### src/sv/epsa_ram.sv
// generic single-write, single-read ram with registered read data
`default_nettype none
module epsa_ram #(
    parameter int WIDTH = 8,
    parameter int DEPTH = 4
) (
    input  wire logic                                clk,
    input  wire logic                                wr_en,
    input  wire logic [(DEPTH > 1 ? $clog2(DEPTH) : 1)-1:0] wr_addr,
    input  wire logic [WIDTH-1:0]                    wr_data,
    input  wire logic                                rd_en,
    input  wire logic [(DEPTH > 1 ? $clog2(DEPTH) : 1)-1:0] rd_addr,
    output logic [WIDTH-1:0]                         rd_data
);

    logic [WIDTH-1:0] mem [DEPTH];

    always_ff @(posedge clk)
    begin
        if (wr_en)
        begin
            mem[wr_addr] <= wr_data;
        end
        if (rd_en)
        begin
            rd_data <= mem[rd_addr];
        end
    end

endmodule
`default_nettype wire

### config.mk
export PLATFORM = sky130hd
export DESIGN_NAME = epsa_ram
export DESIGN_NICKNAME = d
export VERILOG_FILES = /design/src/sv/epsa_ram.sv
export SDC_FILE = /design/constraint.sdc
export NUM_CORES = 1
export LEC_CHECK = 0
export ABC_AREA = 1
export ABC_CLOCK_PERIOD_IN_PS = 1430
export BUFFER_PORTS_ARGS = -buffer_cell sky130_fd_sc_hd__buf_2
export CELL_PAD_IN_SITES_DETAIL_PLACEMENT = 1
export CELL_PAD_IN_SITES_GLOBAL_PLACEMENT = 1
export CORE_MARGIN = 1.5
export CORE_UTILIZATION = 44
export DETAILED_ROUTE_END_ITERATION = 8
export PLACE_DENSITY = 0.85
export SLEW_MARGIN = 5
export SYNTH_ARGS = -nofsm -noshare
export SYNTH_HDL_FRONTEND = slang
export SYNTH_SLANG_ARGS = --single-unit
### constraint.sdc
create_clock -name clk -period 1.43 [get_ports clk]
set_input_delay 0.0715 -clock clk [delete_from_list [all_inputs] [get_ports clk]]
set_output_delay 0.0715 -clock clk [all_outputs]
set_load 0.05 [all_outputs]
==> implementation parameters, run 1 <==
Parameter                              Value

Critical path
  Worst path bufs/invs ... 1
  First element of the critical path ... rd_data[5]
  Worst setup path endpoint ... rd_data[5]
  Endpoint of the worst-slack reg-to-reg timing path ... rd_data[2]
  Data arrival time of the critical path ... 890 ps
  Stage delay of the slowest cell on the critical path ... 380 ps
  Cell with the largest stage delay on the worst path ... sky130_fd_sc_hd__edfxtp_1
  CP Data Required Time ... around 1400 ps
  Startpoint kind of the worst setup timing path ... flip-flop
  Register-to-register path setup slack ... 480 ps
  Peak fanout along the critical path ... 1
  Crit. path cell count ... 1
  Endpoint kind of the worst setup timing path ... output pin
  Series of cell instances along the critical path ... buf_2
  Cell class contributing the biggest share of worst-path delay ... flip-flops
  Worst r2r path cells ... 4
  Launch point of the worst reg-to-reg path ... mem[3][2]
  Setup Crit Path Kind ... flip-flop to output pin

Clocking
  H-Tree Level Count ... 2
  Number of CTS-inserted buffers ... 5
  TritonCTS clock tree ... done
  CTS sink count ... 40
  Skew-Pair Late Insertion Delay ... 290 ps
  Count of buffers added by post-CTS timing repair for setup ... 0
  Number of buffers on the longest clock path ... 2
  Number of gates resized after CTS ... 0
  Master cell of the clock root buffer ... sky130_fd_sc_hd__clkbuf_8
  Number of hold buffers added after CTS ... 7
  Clock-pin transition on the worst setup and hold timing paths ... 70 ps

Placement
  Cell Area, Placed ... 1790 um2
  PortBufs ... 22
  Final HPWL from detailed placement ... 2307 um
  Gpl congestion ... between 0.8 and 0.9

Die
  Initial cell density of the core ... 0.4729
  Top-Level Pins ... 23
  Core Rows ... 21
  Die width ... around 64 um
  Core area ... between 3000 and 4000 um2
  Die Footprint ... 4074 um2
  Die boundary height ... 63.83 um

STA
  Shortest clock period the worst path allows after layout ... slightly below 1000 ps
  Clock skew after layout ... between 4 and 5 ps
  Post-Route Hold Slack ... between 20 and 25 ps
  RSZ-0062 raised after global routing ... no
  Worst rel slew slack ... 0.7708
  # setup viols final ... 0
  Count of final max-slew check failures ... 0
  Actual slew at the worst max-slew pin ... 343.8 ps
  Part of the cycle the worst path needs ... 0.6757
  Sum of negative setup slack ... 0 ps
  Fmax ... 1035 MHz
  Final hold vios ... 0

Finish
  Fraction of layout cells with a size suffix above 1 ... 0.1798
  Syn-to-layout area delta ... 19.22%
  Final core area utilization ... 0.5638
  Count of inserted antenna diode cells ... 0
  Fin nets ... 192
  Filler Cells Inserted ... 373
  Area of all placed cells without fillers ... 1941 um2

Run status
  Status ... completed

Global routing
  Global-route wire length before repair ... approximately 5700 um
  Overall routing resource usage ... 0.1920
  Largest net degree at the start of global routing ... 18
  Number of antenna violations at the first check in global routing ... 0
  Via count of the first global-routing pass ... 1,214
  Leftover overflow at the end of global routing ... 0

Yosys
  Syn Std Cell Area ... approximately 1600 um2
  Largest family of logic cells by synthesized area ... simple AND/OR/NAND/NOR gates
  Synth Area per Inst ... 11.54 um2
  Area share of and/or/nand/nor cells after synthesis ... 0.1537
  Multiplexer fraction of the synthesized cell area ... 0
  Synthesized flop and latch total ... 40
  Synth Area in Compound Gates ... 0
  Syn Inst Count ... 141
  Xor/xnor share of the synthesized area ... 0
  Area share of fa/ha/maj cells after synthesis ... 0
  Mapped Nets ... about 160
  Yosys warns ... 0
  Distinct cell type count after synthesis ... 9
  Sequential-to-total area share from yosys stat ... 0.7379

Route
  Routed wire length ... between 3000 and 4000 um
  Via-per-instance ratio ... 4.683
  Post-route antenna net violation count ... 0
  Number of DRC violations after detailed-routing iteration 0 ... 44
  Router iterations before antenna repair ... 5
  Vias after detailed routing ... 1,049
  Post-detailed-route DRC marker count ... 0
  Post-DR wirelength/cell ... 15.07 um

Power and ir drop
  Peak supply drop ... between 0.0008 and 0.0009 V
  Total power divided by cell area ... 1196 nW/um2
  Leakage power total ... around 0.00089 uW

Job
  Max-cap violations ... 0

Hold path
  Worst min path class ... primary input to flip-flop
  WHS Path Cells ... 1
sequential cells by signal, indices dropped and copies added (netlist names):
name,cells
mem,32
rd_data,8
cell usage in the layout, fill, tap and decap left out:
| cell type | instances |
|---|---|
| sky130_fd_sc_hd__buf_2 | 22 |
| sky130_fd_sc_hd__buf_4 | 4 |
| sky130_fd_sc_hd__clkbuf_1 | 2 |
| sky130_fd_sc_hd__clkbuf_8 | 5 |
| sky130_fd_sc_hd__clkinv_1 | 1 |
| sky130_fd_sc_hd__dlygate4sd3_1 | 7 |
| sky130_fd_sc_hd__edfxtp_1 | 40 |
| sky130_fd_sc_hd__inv_1 | 36 |
| sky130_fd_sc_hd__inv_4 | 1 |
| sky130_fd_sc_hd__nand2_1 | 40 |
| sky130_fd_sc_hd__nand3_1 | 16 |
| sky130_fd_sc_hd__nor3_1 | 4 |
synthesized netlist by cell type:
| cell type | count | area (um2) |
|---|---|---|
| sky130_fd_sc_hd__buf_4 | 1 | 7.510 |
| sky130_fd_sc_hd__nor3_1 | 4 | 20.02 |
| sky130_fd_sc_hd__inv_4 | 1 | 6.260 |
| sky130_fd_sc_hd__nand2_1 | 40 | 150.1 |
| sky130_fd_sc_hd__nand3_1 | 16 | 80.08 |
| sky130_fd_sc_hd__buf_2 | 1 | 5.000 |
| sky130_fd_sc_hd__inv_1 | 36 | 135.1 |
| sky130_fd_sc_hd__buf_6 | 2 | 22.52 |
| sky130_fd_sc_hd__edfxtp_1 | 40 | 1201 |
per-layer routing:
metal	GRT usage	routed length, um	up-vias
li1	-	-	516
met1	0.2205	1428	496
met2	0.3255	1705	27
met3	0.05810	144	10
met4	0.09239	97	0
met5	0	0	-
power by group:
| group | switching, uW | leakage, uW | internal [uW] | total [uW] |
|---|---|---|---|---|
| sequential | 16.4 | 0.000373 | 1360 | 1380 |
| combinational | 171 | 0.000473 | 72.7 | 243 |
| clock | 360 | 0.0000399 | 339 | 700 |
cell families (layout without fill, tap and decap cells):
logic type,Yosys count,count (layout)
simple gates,60,60
flops,40,40
buf+inv,41,78
layout make-up:
cell class | count | area (um2) | area share
flip-flops and latches | 40 | 1201 | 0.6190
multi-input cells | 60 | 250.2 | 0.1289
repair buffers | 33 | 210.2 | 0.1083
inverters | 37 | 141.4 | 0.07286
clock buffers | 7 | 76.32 | 0.03933
well taps | 46 | 57.56 | 0.02966
clock inverters | 1 | 3.754 | 0.001934
stage by stage:
step                      total power (uW)  worst slack [ps]  std cells
after floorplan                       1551             295.6        141
after global routing                  2413             419.9        224
after CTS                             2341             461.6        224
after detailed placement              1632             457.4        209
after global placement                1615             524.6        209
final                                 2321             463.7        224
worst min-delay path by stage:
stage,start,to,slack (ps)
6_report,wr_data[3],mem[3][3],20
4_1_cts,wr_data[3],mem[3][3],10
3_5_place_dp,wr_data[1],mem[1][1],290
2_1_floorplan,wr_data[0],mem[0][0],170
3_3_place_gp,wr_data[7],mem[0][7],280
5_1_grt,wr_data[3],mem[1][3],20
Note: power is estimated with default switching activity, not from simulation.
==> run 2: changes to the inputs <==
- ABC_CLOCK_PERIOD_IN_PS: 1430 -> 900
- clock period: 1.43 -> 0.9 ns (I/O delays scaled with it)
==> run 2 against run 1 <==
Power rose by 75%. Clock skew rose by 2.3 ps. Wire length rose by 7.8%. Critical endpoint is now rd_data[2]. Design area rose by 6.8%. The flow now finishes with violations (negative setup slack). Die area did not move. Final cell count rose by 0.89%. Clock power rose by 100%. Highest routed layer unchanged. Flip-flop and latch count did not move. Sequential share of layout area fell by 3.9 points.
==> implementation parameters, run 2 (synthesis gave the netlist of run 1 again) <==
Parameter                              Value

Power and ir drop
  Leakage power total ... 0.0009344 uW (+5.5%)
  Part of the total power dissipated in the clock network ... 0.348 (+0.047)
  Total power divided by cell area ... 1957 nW/um2 (+64%)
  Comb power frac ... 0.109 (+0.004)
  Switching share of power ... 0.2283 (-0.007546)
  NetSw ... 925.8 uW (+69%)
  Internal power ... 3129 uW (+76%)
  Peak supply drop ... 0.001253 V (+52%)
  Power share of the sequential group ... 0.543 (-0.051)

Critical path
  Cell with the largest stage delay on the worst path ... sky130_fd_sc_hd__edfxtp_1
  Worst path bufs/invs ... 1 (unchanged)
  Stage delay of the slowest cell on the critical path ... 370 ps (about the same)
  Most repeated library cell on the critical path ... sky130_fd_sc_hd__nand2_1
  Peak fanout along the critical path ... 1 (unchanged)
  Endpoint kind of the worst setup timing path ... flip-flop
  Cell class contributing the biggest share of worst-path delay ... flip-flops
  Data arrival time of the critical path ... 990 ps (+100 ps)
  Series of cell instances along the critical path ... inv_1 -> nand2_1 -> nand3_2 -> nand2_1
  Setup Crit Path Kind ... flip-flop to flip-flop
  CP Data Required Time ... 960 ps (-400 ps)
  Startpoint kind of the worst setup timing path ... flip-flop

Route
  Number of DRC violations after detailed-routing iteration 0 ... 41 (-6.8%)
  Vias after detailed routing ... 1,084 (+3.3%)
  Post-route antenna net violation count ... 0 (unchanged)
  Router iterations before antenna repair ... 4 (-1)
  Post-DR wirelength/cell ... 16.11 um (+6.9%)
  Post-detailed-route DRC marker count ... 0 (unchanged)
  Routed wire length ... 3640 um (+7.8%)
  Via-per-instance ratio ... 4.796 (+2.4%)

Die
  Core area ... 3442 um2 (unchanged)
  Core Rows ... 21 (unchanged)
  Initial cell density of the core ... 0.4729 (unchanged)
  Top-Level Pins ... 23 (unchanged)
  Die boundary height ... 63.83 um (unchanged)
  Die width ... 63.83 um (unchanged)
  Die Footprint ... 4074 um2 (unchanged)

Hold path
  Worst min path class ... primary input to flip-flop

Run status
  Status ... finished with violations
  Violated checks ... negative setup slack

Clocking
  Skew-Pair Late Insertion Delay ... 290 ps (about the same)
  Number of CTS-inserted buffers ... 5 (unchanged)
  Count of buffers added by post-CTS timing repair for setup ... 0 (unchanged)
  H-Tree Level Count ... 2 (unchanged)
  Number of buffers on the longest clock path ... 2 (unchanged)
  Clock-pin transition on the worst setup and hold timing paths ... 80 ps (about the same)
  Master cell of the clock root buffer ... sky130_fd_sc_hd__clkbuf_8
  TritonCTS clock tree ... done
  CTS sink count ... 40 (unchanged)

STA
  Count of final max-slew check failures ... 0 (unchanged)
  Shortest clock period the worst path allows after layout ... just over 900 ps
  Worst Slack Setup Final ... -30.17 ps (-493.9 ps)
  RSZ-0062 raised after global routing ... yes
  Part of the cycle the worst path needs ... 1.034
  Actual slew at the worst max-slew pin ... 359.6 ps (+15.82 ps)
  # setup viols final ... 5 (+5)
  Post-Route Hold Slack ... 102.9 ps (+82.79 ps)
  Sum of negative setup slack ... -82.17 ps (-82.17 ps)
  Clock skew after layout ... 6.852 ps (+2.287 ps)
  Fmax ... 1075 MHz
  Final hold vios ... 0 (unchanged)
  Worst rel slew slack ... 0.7603 (-0.01054)

Finish
  Commonest cells after routing, fill and taps aside ... sky130_fd_sc_hd__edfxtp_1 (40), sky130_fd_sc_hd__nand2_1 (39), sky130_fd_sc_hd__inv_1 (33), sky130_fd_sc_hd__buf_2 (14), sky130_fd_sc_hd__nand3_1 (11)
  Max FFs per register ... 32 (unchanged)
  Most common cell after layout, fill and taps aside ... sky130_fd_sc_hd__edfxtp_1
  Syn-to-layout area delta ... 27.29%
  Count of inserted antenna diode cells ... 0 (unchanged)
  Register name with the most flops ... mem
  Fin nets ... 194 (+1.0%)
  Fraction of layout cells with a size suffix above 1 ... 0.2500 (+0.07022)
  Biggest regs ... mem (32), rd_data (8)
  Final core area utilization ... 0.6020 (+0.03817)
  Filler Cells Inserted ... 365 (-2.1%)

Placement
  PortBufs ... 22 (unchanged)
  Final HPWL from detailed placement ... 2327 um (+0.84%)
  Gpl congestion ... 0.7501 (-6.9%)
  Worst-case setup slack after placement ... -36.50 ps (-493.9 ps)

Global routing
  Leftover overflow at the end of global routing ... 0 (unchanged)
  Via count of the first global-routing pass ... 1,167 (-3.9%)
  Global-route wire length before repair ... 6092 um (+6.9%)
  Overall routing resource usage ... 0.2061 (+0.01414)
  Number of antenna violations at the first check in global routing ... 0 (unchanged)
  Largest net degree at the start of global routing ... 18 (unchanged)

Job
  Max-cap violations ... 0 (unchanged)
## run 2: layout make-up
cell class / count / area, um2 / area share
Sequential cell: 40 / 1201 / 0.5797
Multi-Input combinational cell: 60 / 287.8 / 0.1389
Timing Repair Buffer: 35 / 277.8 / 0.1341
Inverter: 37 / 141.4 / 0.06824
Clock buffer: 5 / 68.82 / 0.03321
Tap cell: 46 / 57.56 / 0.02778
Clock inverter: 3 / 37.54 / 0.01812
## run 2: final timing paths
path,from,endpoint,slack [ps],cells past startpoint
worst max-delay path,mem[0][2],rd_data[2],-30,4
worst min-delay path,rd_en,rd_data[2],100,1
worst max register to register,mem[0][2],rd_data[2],-30,4
worst min register to register,mem[1][0],rd_data[0],630,4
## run 2: power groups by stage
stage	logic [uW]	clock network [uW]	registers [uW]
finish	444	1410	2200
global route	484	1500	2210
CTS	438	1430	2200
detailed placement	368	0	2230
global placement	347	0	2230
floorplan	146	0	2320
## run 2: repair_timing
action	CTS	global route
pin swaps	4	4
setup endpoints to repair	12	16
resized for setup	21	4
endpoints found under the hold margin	32	0
hold buffers	8	0
## run 2: stage by stage
step	instance area [um2]	std cells	total power (uW)
floorplan	1638	141	2468
global placement	1808	210	2573
detailed placement	1808	210	2600
CTS	2062	226	4064
global route	2072	226	4189
finish	2072	226	4055
## run 2: metal layers
| metal | vias up | wire, um | track usage |
|---|---|---|---|
| met5 | - | 0 | 0 |
| met1 | 522 | 1479 | 0.2524 |
| li1 | 518 | - | - |
| met3 | 7 | 205 | 0.05634 |
| met4 | 0 | 68 | 0.08967 |
| met2 | 37 | 1887 | 0.3411 |
==> run 3: changes to the inputs <==
- CORE_ASPECT_RATIO: not set -> 0.8
- CTS_CLUSTER_SIZE: not set -> 25
==> run 3 against run 2 <==
The flow still finishes with violations (negative setup slack). Design area shrank 2.1%. Wire length down 13%. Sequential share of layout area grew 1.3 points. First-iteration DRC count fell by 20%. Worst hold slack improved by 15 ps. Clock skew fell by 3.2 ps. Register-to-register slack better by 30 ps. Die area is essentially flat. Worst setup slack improved by 18 ps. Non-clock buffer count is 1 higher. Highest routed layer unchanged.
==> implementation parameters, run 3 (synthesis gave the netlist of run 1 again) <==
Parameter                              Value

Clocking
  Count of buffers added by post-CTS timing repair for setup ... 0 (unchanged)
  TritonCTS clock tree ... done
  Master cell of the clock root buffer ... sky130_fd_sc_hd__clkbuf_8
  Number of buffers on the longest clock path ... 2 (unchanged)
  Number of CTS-inserted buffers ... 5 (unchanged)
  Clock-pin transition on the worst setup and hold timing paths ... 70 ps (about the same)
  H-Tree Level Count ... 2 (unchanged)
  Skew-Pair Late Insertion Delay ... 290 ps (about the same)
  CTS sink count ... 40 (unchanged)

Critical path
  Worst path bufs/invs ... 1 (unchanged)
  Data arrival time of the critical path ... 870 ps (-120 ps)
  CP Data Required Time ... 850 ps (-110 ps)
  Setup Crit Path Kind ... flip-flop to output pin
  Stage delay of the slowest cell on the critical path ... 410 ps (+40 ps)
  Cell class contributing the biggest share of worst-path delay ... flip-flops
  Startpoint kind of the worst setup timing path ... flip-flop
  Peak fanout along the critical path ... 1 (unchanged)
  Cell with the largest stage delay on the worst path ... sky130_fd_sc_hd__edfxtp_1
  Series of cell instances along the critical path ... buf_6
  Endpoint kind of the worst setup timing path ... output pin

Placement
  Final HPWL from detailed placement ... 2240 um (-3.7%)
  Gpl congestion ... 0.8030 (+7.1%)
  Number of placed instances with taps included ... 207 (-1.4%)
  Worst-case setup slack after placement ... -16.93 ps (+19.57 ps)
  PortBufs ... 22 (unchanged)

Power and ir drop
  NetSw ... 865.3 uW (-6.5%)
  Peak supply drop ... 0.001391 V (+11%)
  Switching share of power ... 0.2330 (+0.004726)
  Internal power ... 2848 uW (-9.0%)
  Leakage power total ... 0.0009240 uW (-1.1%)
  Comb power frac ... 0.115 (+0.006)
  Power share of the sequential group ... 0.591 (+0.048)
  Part of the total power dissipated in the clock network ... 0.294 (-0.054)
  Total power divided by cell area ... 1831 nW/um2 (-6.5%)

STA
  Worst Slack Setup Final ... -12.48 ps (+17.69 ps)
  Clock skew after layout ... 3.647 ps (-3.205 ps)
  # setup viols final ... 3 (-2)
  Sum of negative setup slack ... -15.08 ps (+67.10 ps)
  Part of the cycle the worst path needs ... 1.014 (-0.01965)
  Worst rel slew slack ... 0.7701 (+0.009852)
  Fmax ... 1096 MHz (+1.9%)
  Count of final max-slew check failures ... 0 (unchanged)
  Post-Route Hold Slack ... 117.9 ps (+15.04 ps)
  Actual slew at the worst max-slew pin ... 344.8 ps (-14.78 ps)
  Shortest clock period the worst path allows after layout ... 912.5 ps (-17.69 ps)
  RSZ-0062 raised after global routing ... yes
  Final hold vios ... 0 (unchanged)

Route
  Routed wire length ... 3154 um (-13%)
  Post-DR wirelength/cell ... 14.21 um (-12%)
  Vias after detailed routing ... 1,058 (-2.4%)
  Via-per-instance ratio ... 4.766 (-0.64%)
  Post-route antenna net violation count ... 0 (unchanged)
  Number of DRC violations after detailed-routing iteration 0 ... 33 (-20%)
  Post-detailed-route DRC marker count ... 0 (unchanged)
  Router iterations before antenna repair ... 4 (unchanged)

Finish
  Max FFs per register ... 32 (unchanged)
  Fin nets ... 195 (+0.52%)
  Final core area utilization ... 0.5804 (-0.02158)
  Count of inserted antenna diode cells ... 0 (unchanged)
  Register name with the most flops ... mem
  Number of non-filler instances in the completed layout ... 222 (-1.8%)
  Commonest cells after routing, fill and taps aside ... sky130_fd_sc_hd__nand2_1 (40), sky130_fd_sc_hd__edfxtp_1 (40), sky130_fd_sc_hd__inv_1 (36), sky130_fd_sc_hd__nand3_1 (14), sky130_fd_sc_hd__buf_2 (14)
  Syn-to-layout area delta ... 24.60%
  Biggest regs ... mem (32), rd_data (8)
  Fraction of layout cells with a size suffix above 1 ... 0.2167 (-0.03333)

Run status
  Violated checks ... negative setup slack
  Status ... finished with violations

Job
  Max-cap violations ... 0 (unchanged)

Global routing
  Global-route wire length before repair ... 5133 um (-16%)
  Met3 layer usage reported by global route ... 0.05477 (-0.001568)
  Number of antenna violations at the first check in global routing ... 0 (unchanged)
  Fraction of met2 tracks used by global routing ... 0.3204 (-0.02072)
  Leftover overflow at the end of global routing ... 0 (unchanged)
  Largest net degree at the start of global routing ... 18 (unchanged)
  Via count of the first global-routing pass ... 1,134 (-2.8%)
  Most utilized layer in the global route result ... met2
  Overall routing resource usage ... 0.1747 (-0.03139)
  Global routing met1 resource utilization ... 0.1839 (-0.06850)

Hold path
  Worst min path class ... primary input to flip-flop

Die
  Initial cell density of the core ... 0.4658 (-0.007112)
  Core area ... 3495 um2 (+1.5%)
  Die boundary height ... 57.40 um (-10%)
  Die width ... 71.01 um (+11%)
  Die Footprint ... 4076 um2 (about the same)
  Top-Level Pins ... 23 (unchanged)
  Core Rows ... 19 (-9.5%)
==> run 3: cell types whose count changed in the layout (fill, tap and decap cells not counted), moves of 2 or more <==
cell / previous run / this run
sky130_fd_sc_hd__clkinv_1: 2 / 0
sky130_fd_sc_hd__inv_1: 33 / 36
sky130_fd_sc_hd__inv_2: 3 / 0
sky130_fd_sc_hd__nand3_1: 11 / 14
sky130_fd_sc_hd__nand3_2: 5 / 2
==> run 3: path summary, 6_finish.rpt <==
check / startpoint / end / slack (ps) / cells after the start
worst max register to register: mem[0][7] / rd_data[7] / 0 / 4
worst min register to register: mem[3][6] / rd_data[6] / 630 / 4
worst max-delay path: rd_data[3] / rd_data[3] / -10 / 1
worst min-delay path: rd_en / rd_data[5] / 120 / 1
==> run 3: per-layer routing <==
| layer | routed length [um] | vias up | part of all wire |
|---|---|---|---|
| li1 | - | 520 | - |
| met5 | 0 | - | 0 |
| met4 | 80 | 0 | 0.025 |
| met3 | 121 | 8 | 0.038 |
| met1 | 1250 | 507 | 0.40 |
| met2 | 1702 | 23 | 0.54 |
==> run 3: per-stage QoR <==
stage | instance area (um2) | total power [uW]
after floorplan | 1638 | 2468
after global placement | 1810 | 2571
after detailed placement | 1810 | 2597
after CTS | 2019 | 3753
after global routing | 2028 | 3874
final | 2028 | 3713
==> run 3: final cells by class <==
cell class / instances / area (um2)
Tap cell: 42 / 52.55
Multi-Input combinational cell: 60 / 270.3
Inverter: 37 / 141.4
Clock buffer: 6 / 72.57
Sequential cell: 40 / 1201
Clock inverter: 1 / 5.005
Fill cell: 371 / 1466
Timing Repair Buffer: 36 / 285.3
==> run 3: power by group through the flow <==
stage               logic [uW]  clock network [uW]  registers [uW]
finish                     426                1090            2200
detailed placement         366                   0            2230
global route               465                1210            2200
floorplan                  146                   0            2320
global placement           345                   0            2230
CTS                        426                1130            2200
==> run 3: repair_timing <==
item                                    in CTS  in global routing
endpoints found under the hold margin       32                  0
endpoints found under the setup margin      10                 16
pin swaps                                    1                  7
resized for setup                           16                  2
hold buffers                                 8                  0
